[src/rtl/core/brf_pkg.sv]
// Shared codes, widths, defaults and the result record of the byte ring FIFO.
package brf_pkg;

	localparam int FW = 11;
	localparam int CAPACITY_DEF = 1024;
	localparam int MAX_BURST_DEF = 64;

	localparam logic [2:0] OP_RESERVE = 3'd0;
	localparam logic [2:0] OP_WRITE   = 3'd1;
	localparam logic [2:0] OP_PEEK    = 3'd2;
	localparam logic [2:0] OP_SKIP    = 3'd3;
	localparam logic [2:0] OP_READ    = 3'd4;

	localparam logic [1:0] STS_OK     = 2'd0;
	localparam logic [1:0] STS_NOROOM = 2'd1;
	localparam logic [1:0] STS_MISUSE = 2'd2;

	typedef struct packed {
		logic [1:0]    status;
		logic [7:0]    data_out;
		logic          data_valid;
		logic [FW-1:0] granted;
		logic [FW-1:0] fill_level;
		logic [FW-1:0] free_space;
		logic          last;
	} res_t;

endpackage

[src/rtl/core/brf_ctrl.sv]
// Command decoder, ring counters, reservation tracking and burst read sequencer.
module brf_ctrl #(
	parameter int CAPACITY  = brf_pkg::CAPACITY_DEF,
	parameter int MAX_BURST = brf_pkg::MAX_BURST_DEF,
	localparam int AW = $clog2(CAPACITY)
) (
	input  logic                  clk,
	input  logic                  arst_n,
	input  logic                  in_valid,
	output logic                  in_ready,
	input  logic [2:0]            opcode,
	input  logic [7:0]            data_in,
	input  logic [brf_pkg::FW-1:0] byte_count,
	input  logic                  out_free,
	output logic                  res_load,
	output brf_pkg::res_t         res,
	output logic                  mem_we,
	output logic [AW-1:0]         mem_waddr,
	output logic [7:0]            mem_wdata,
	output logic                  mem_re,
	output logic [AW-1:0]         mem_raddr,
	input  logic [7:0]            mem_rdata
);

	localparam int CW = AW + 1;
	localparam int FW = brf_pkg::FW;
	localparam int BW = $clog2(MAX_BURST + 1);
	localparam int XW = ((CW > FW) ? CW : FW) + 1;

	typedef enum logic [1:0] {
		ST_IDLE  = 2'b01,
		ST_BURST = 2'b10
	} state_t;

	state_t        state_q, state_d;
	logic [CW-1:0] head_q, head_d, tail_q, tail_d, cursor_q, cursor_d, base_q, base_d;
	logic [FW-1:0] pend_q, pend_d;
	logic          open_q, open_d;
	logic [BW-1:0] n_q, n_d, iss_q, iss_d, dlv_q, dlv_d;
	logic          rd_vld_s1, rd_vld_d;

	logic [CW-1:0] fill, free, fill_d, rd_sum;
	logic [XW-1:0] cnt_x, fill_x, free_x, take_x, burst_x;
	logic [BW-1:0] burst_n;
	logic          accept, consume, last_byte;

	assign in_ready = (state_q == ST_IDLE) && out_free;
	assign accept   = in_valid && in_ready;

	assign fill    = tail_q - head_q;
	assign free    = CW'(CAPACITY) - fill;
	assign cnt_x   = XW'(byte_count);
	assign fill_x  = XW'(fill);
	assign free_x  = XW'(free);
	assign take_x  = (cnt_x < fill_x) ? cnt_x : fill_x;
	assign burst_x = (take_x > XW'(MAX_BURST)) ? XW'(MAX_BURST) : take_x;
	assign burst_n = BW'(burst_x);

	assign consume   = (state_q == ST_BURST) && rd_vld_s1 && out_free;
	assign last_byte = ((dlv_q + BW'(1)) == n_q);
	assign rd_sum    = base_q + CW'(iss_q);

	assign mem_waddr = cursor_q[AW-1:0];
	assign mem_wdata = data_in;
	assign mem_raddr = rd_sum[AW-1:0];

	always_comb begin
		state_d   = state_q;
		head_d    = head_q;
		tail_d    = tail_q;
		cursor_d  = cursor_q;
		pend_d    = pend_q;
		open_d    = open_q;
		base_d    = base_q;
		n_d       = n_q;
		iss_d     = iss_q;
		dlv_d     = dlv_q;
		mem_we    = 1'b0;
		mem_re    = 1'b0;
		res_load  = 1'b0;
		res       = '0;
		res.last  = 1'b1;

		case (state_q)
			ST_IDLE: begin
				if (accept) begin
					res_load = 1'b1;
					case (opcode)
						brf_pkg::OP_RESERVE: begin
							if (open_q) begin
								res.status = brf_pkg::STS_MISUSE;
							end else if (cnt_x > free_x) begin
								res.status = brf_pkg::STS_NOROOM;
							end else if (byte_count != '0) begin
								open_d   = 1'b1;
								pend_d   = byte_count;
								cursor_d = tail_q;
							end
						end
						brf_pkg::OP_WRITE: begin
							if (!open_q) begin
								res.status = brf_pkg::STS_MISUSE;
							end else begin
								mem_we   = 1'b1;
								cursor_d = cursor_q + CW'(1);
								pend_d   = pend_q - FW'(1);
								if (pend_q == FW'(1)) begin
									tail_d = cursor_q + CW'(1);
									open_d = 1'b0;
								end
							end
						end
						brf_pkg::OP_SKIP: begin
							head_d      = head_q + CW'(take_x);
							res.granted = FW'(take_x);
						end
						brf_pkg::OP_PEEK, brf_pkg::OP_READ: begin
							if (burst_n != '0) begin
								res_load = 1'b0;
								state_d  = ST_BURST;
								base_d   = head_q;
								n_d      = burst_n;
								iss_d    = '0;
								dlv_d    = '0;
								if (opcode == brf_pkg::OP_READ) begin
									head_d = head_q + CW'(burst_n);
								end
							end
						end
						default: begin
						end
					endcase
				end
			end
			ST_BURST: begin
				if (consume) begin
					res_load       = 1'b1;
					res.data_out   = mem_rdata;
					res.data_valid = 1'b1;
					res.granted    = FW'(n_q);
					res.last       = last_byte;
					dlv_d          = dlv_q + BW'(1);
					if (last_byte) begin
						state_d = ST_IDLE;
					end
				end
				if ((iss_q != n_q) && (!rd_vld_s1 || out_free)) begin
					mem_re = 1'b1;
					iss_d  = iss_q + BW'(1);
				end
			end
			default: begin
				state_d = ST_IDLE;
			end
		endcase

		fill_d         = tail_d - head_d;
		res.fill_level = FW'(fill_d);
		res.free_space = FW'(CW'(CAPACITY) - fill_d);
		rd_vld_d       = mem_re || (rd_vld_s1 && !consume);
	end

	always_ff @(posedge clk or negedge arst_n) begin
		if (!arst_n) begin
			state_q   <= ST_IDLE;
			head_q    <= '0;
			tail_q    <= '0;
			cursor_q  <= '0;
			pend_q    <= '0;
			open_q    <= 1'b0;
			n_q       <= '0;
			iss_q     <= '0;
			dlv_q     <= '0;
			rd_vld_s1 <= 1'b0;
		end else begin
			state_q   <= state_d;
			head_q    <= head_d;
			tail_q    <= tail_d;
			cursor_q  <= cursor_d;
			pend_q    <= pend_d;
			open_q    <= open_d;
			n_q       <= n_d;
			iss_q     <= iss_d;
			dlv_q     <= dlv_d;
			rd_vld_s1 <= rd_vld_d;
		end
	end

	always_ff @(posedge clk) begin
		base_q <= base_d;
	end

endmodule

[config.mk]
export PLATFORM = sky130hd
export DESIGN_NAME = brf_ctrl
export DESIGN_NICKNAME = d
export VERILOG_FILES = /design/src/rtl/core/brf_pkg.sv /design/src/rtl/core/brf_ctrl.sv
export SDC_FILE = /design/constraint.sdc
export NUM_CORES = 1
export LEC_CHECK = 0
export BUFFER_PORTS_ARGS = -buffer_cell sky130_fd_sc_hd__buf_2
export CORE_ASPECT_RATIO = 0.75
export CORE_MARGIN = 3
export CORE_UTILIZATION = 30
export DETAILED_ROUTE_END_ITERATION = 16
export PLACE_DENSITY = 0.58
export SLEW_MARGIN = 30
export SYNTH_ARGS = -nofsm -noshare
export SYNTH_HDL_FRONTEND = slang
export SYNTH_SLANG_ARGS = --single-unit
[constraint.sdc]
create_clock -name clk -period 10.7 [get_ports clk]
set_input_delay 2.675 -clock clk [delete_from_list [all_inputs] [get_ports clk]]
set_output_delay 2.675 -clock clk [all_outputs]
set_load 0.02 [all_outputs]
# --- Word level (Yosys, flattened, before mapping) ---
# Cells that the tools add are included.
word_totals:
  register_bits: 79
  word_cells: 131
  in_bits: 34
classes:
  n_eq_ne: 19
  n_addsub: 11
  reduce_logical: 22
  n_mux: 65
  magnitude_cmp: 3
ops:
  columns: ["operator", "count"]
  rows:
  - ["$mux 11", 20]
  - ["$pmux 11 s2", 4]
  - ["$mux 7", 6]
  - ["$pmux 7 s2", 2]
  - ["$sub 11x11->11", 2]
  - ["$sub 11x11->11 const A", 2]
  - ["$mux 20", 1]
  - ["$mux 1", 18]
  - ["$mux 2", 9]
  - ["$reduce_and 5->1", 3]
  - ["$add 7x1->7 const B", 2]
  - ["$ne 2x2->1 const B", 7]
  - ["$add 11x1->11 const B", 1]
  - ["$add 11x11->11", 1]
  - ["$add 11x7->11", 1]
  - ["$eq 11x1->1 const B", 1]
  - ["$gt 11x11->1", 1]
  - ["$gt 11x7->1 const B", 1]
  - ["$lt 11x11->1", 1]
  - ["$reduce_bool 11->1", 1]
  - ["$sub 11x1->11 const B", 1]
  - ["$add 10x7->10", 1]
  - ["$mux 9", 1]
  - ["$pmux 2 s2", 2]
  - ["other kinds (19)", 31]

# --- Longest topological paths before layout ---
depth:
  ltp_word: 13
  ltp_mapped: 37

# --- Least setup slack after synthesis ---
# No wires, ideal clock.
synth_path:
  kind: "input -> output"
  start: "input byte_count[6] in the netlist's numbering"
  end: "output res[11] in the netlist's numbering"
  setup_slack_ns: -0.595
  path_stages: 26
  n_path_buf: 2
  arrival_time_ns: 8.620
  cell_sequence: "ha_1 > a21o_1 > a21oi_1 > o21ai_0 > maj3_2 > maj3_2 > maj3_2 > buf_6 > buf_6 > nand3_1 > o21ai_1 > ha_1 > fa_1 > a21o_1 > a21oi_1 > o21bai_1 > a21oi_1 > xnor2_1 > a21oi_1 > o21a_1 > ha_1 > a21o_1 > a31o_2 > o311ai_0 > nand2b_1 > xnor3_1"
synth_rtl:
  columns: ["item", "line_no", "source"]
  rows:
  - ["start: declaration", "brf_ctrl.sv:13", "input logic [brf_pkg::FW-1:0] byte_count,"]
  - ["end: declaration", "brf_ctrl.sv:16", "output brf_pkg::res_t res,"]

==> results.cfg <==
[power]
p_leak_nw = 4.50
p_seq_share_pct = 12.2
comb_power_share_pct = 79.5
switching_share_pct = 48.4
switchingPower_mw = 1.90
vdd_drop_max_uv = 903
fin_total_pwr_mw = 3.92
power.density_nw_per_um2 = 388
pwr-share-clk_pct = 8.3
internal_power_mw = 2.02

[critical_path]
path_class = primary input to output pin
worstPathArrival_ns = 8.17
start_kind = primary input
worst-path-max-fanout = 5
path_common_cell = ha_4
crit_family = compound AO/OA/AOI/OAI gates
crit_path_end_kind = output pin
max_stage_delay_ns = 0.40
cp_num_buf_inv = 3
critPathSlowestCell = maj3_4
required_ns = 8.03

[clock_network]
numCtsBuffers = 9
cts_hold_buf = 0
cts.clk_slew.worst_paths_ns = 0.05
cts_tree = yes
clk_path_buf_depth = 2
root_buffer = clkbuf_16
clkLatencyLatePin_ns = 0.36
cts.sink_count = 79
htreeDepth = 3

[route]
dr_total_vias = 7501
drt-initial-drc-count = 609
wl_mm = 24.8
drt_first_pass_iters = 5
detail-route-antenna-nets = 0
routedWlPerCell_um = 17.5
drc = 0
viasPerCell = 5.29

[floorplanning]
start_util_pct = 31.2
core_um2 = 24500
rows = 49
die_y_um = 144
io_pins = 111
dieWidth_um = 190
die_area_um2 = 27400

[timing]
skew_ns = 0.0114
rsz0062_at_grt = yes
fin_crit_sh_pct = 101
worst_pin_slew_ns = 0.798
hold_violations = 0
holdWs_ns = 0.552
slew_headroom_pct = 46.8
layout_min_cycle_time_ns = 10.84
fmax_mhz = 92.2
worst_slack_ns = -0.142
drv_slew = 0
setup-violations-final = 3

[synthesis]
synth_ff_type = dfrtp_1
synthTopCellsByArea = dfrtp_1 22%, ha_1 12%, xnor2_1 6.3%
yosysMostFrequentCell = a21oi_1
ys_ff_latch = 79
synthTopCellsByCount = 88 x a21oi_1, 81 x nand2_1, 71 x ha_1
synthArstFlopShare_pct = 87.3
synth_top_area_share_pct = 22.3
yosysSeqAreaShare_pct = 26.6
yosys.area.top_type = dfrtp_1
synthCells = 918
synth_area_um2 = 7620
yosys_warnings = 0
synthDistinctLibCells = 80
syn_area_per_cell_um2 = 8.31
synth-edff-count = 10
syn_nets = 1028

[finish]
syn_to_final_growth_pct = 32.5
nFillCells = 2409
nets = 1193
diodes = 0
fin_area_um2 = 10100
drive_above_1_share_pct = 30.5

[global_routing]
grt_pass1_wl_mm = 38.6
grt_pass1_vias = 6976
grt.total_usage_pct = 17.8
grt_max_degree = 70
grt_overflow = 0
antenna_found_initial = 1

[placement]
place_hpwl_mm = 18.7
place_area_um2 = 8960
numPortBuffers = 94
place.gp.congestion = 0.918

[outcome]
violations = negative setup slack
status = finished, violations left

[flow_run]
maxCapViolations = 0

[min_path]
hold_path_class = flip-flop to flip-flop
==> registers in the layout, summed over array words and instances, names as in the netlist <==
signal     flops
head_q        11
state_q        2
base_q        10
iss_q          7
pend_q        11
dlv_q          7
n_q            7
cursor_q      11
rd_vld_s1      1
open_q         1
tail_q        11
==> worst reg2reg max path, delay by kind of cell (launching register included) <==
family,cells,cell delay (ns)
buf+inv,13,1.55
fa+ha+maj,7,2.21
flops,1,0.39
xor+xnor,2,0.75
simple gates,4,0.60
compound gates,8,1.31
==> layout make-up <==
type	instances	area, um2	area share [%]
clock inverter	4	53.8	0.533
inverter	63	241	2.39
sequential	79	2030	20.1
multi-input combinational	727	5680	56.3
clock buffer	11	254	2.51
tap	331	414	4.10
timing repair buffer	203	1430	14.1
==> worst paths after layout <==
kind                            cells past startpoint                     end  slack [ns]                   start
worst max-delay path                               27                 res[11]       -0.14           byte_count[6]
worst min-delay path                                1  state_q[0]$_DFFE_PN1P_        0.55  state_q[0]$_DFFE_PN1P_
worst max register to register                     34    head_q[10]$_DFF_PN0_        3.78     tail_q[0]$_DFF_PN0_
worst min register to register                      1  state_q[0]$_DFFE_PN1P_        0.55  state_q[0]$_DFFE_PN1P_
max in group asynchronous                           1      open_q$_DFFE_PN0P_        7.85                  arst_n
min in group asynchronous                           1    dlv_q[3]$_DFFE_PN0P_        2.34                  arst_n
==> through the flow <==
step / std cells / utilization (%) / setup TNS (ns) / setup slack (ns)
2_1_floorplan: 918 / - / -0.0457 / -0.0262
3_3_place_gp: 1375 / 36.6 / -1.75 / -0.423
3_5_place_dp: 1375 / 36.6 / -2.15 / -0.503
4_1_cts: 1410 / 40.4 / -0.272 / -0.132
5_1_grt: 1418 / 41.3 / -1.76 / -0.396
6_report: 1418 / 41.3 / -0.325 / -0.142
==> placed cells by master, fill, tap and decap left out, types with 10 or more instances in the layout <==
cell	count
a21o_1	11
o21ai_1	13
ha_4	15
nand3_1	35
edfxtp_1	10
buf_4	107
buf_6	10
inv_1	60
dfrtp_1	68
o21ai_0	52
clkbuf_16	10
xnor2_1	51
and3_1	22
a21oi_2	15
buf_2	82
nor2_1	41
a21oi_1	75
nand2_1	81
nand2b_1	14
xor2_1	20
nor3_1	20
ha_1	54
==> power by group through the flow <==
| stage | Sequential, mW | Combinational (mW) | Clock, mW |
|---|---|---|---|
| CTS | 0.474 | 2.96 | 0.333 |
| global route | 0.488 | 3.36 | 0.347 |
| global placement | 0.476 | 2.56 | 0 |
| floorplan | 0.448 | 1.81 | 0 |
| detailed placement | 0.478 | 2.59 | 0 |
| finish | 0.478 | 3.12 | 0.326 |
==> metal layers <==
layer  vias to the layer above  GRT usage (%)  routed length [um]
met5                         -              0                   7
met4                         2           6.53                 731
met3                        49           2.79                1370
met2                       268           26.9               10700
met1                      3531           25.8               12000
li1                       3651              -                   -
==> cell families (layout without fill, tap and decap cells) <==
group	count (synthesis)	after routing	synth area share [%]
and+or+nand+nor	279	279	18.2
xor gates and xnor gates	80	80	9.47
buffers and inverters	113	281	6.89
adders and majority gates	79	80	13.4
muxes	14	14	2.28
DFF	79	79	26.6
AOI/OAI and AO/OA	274	274	23.2
==> timing repair <==
item	CTS	global route
endpoints found under the setup margin	6	8
cloned	3	0
resized for setup	81	33
setup buffers	18	8
pin swaps	45	36
Power figures use the tool's default switching activity.
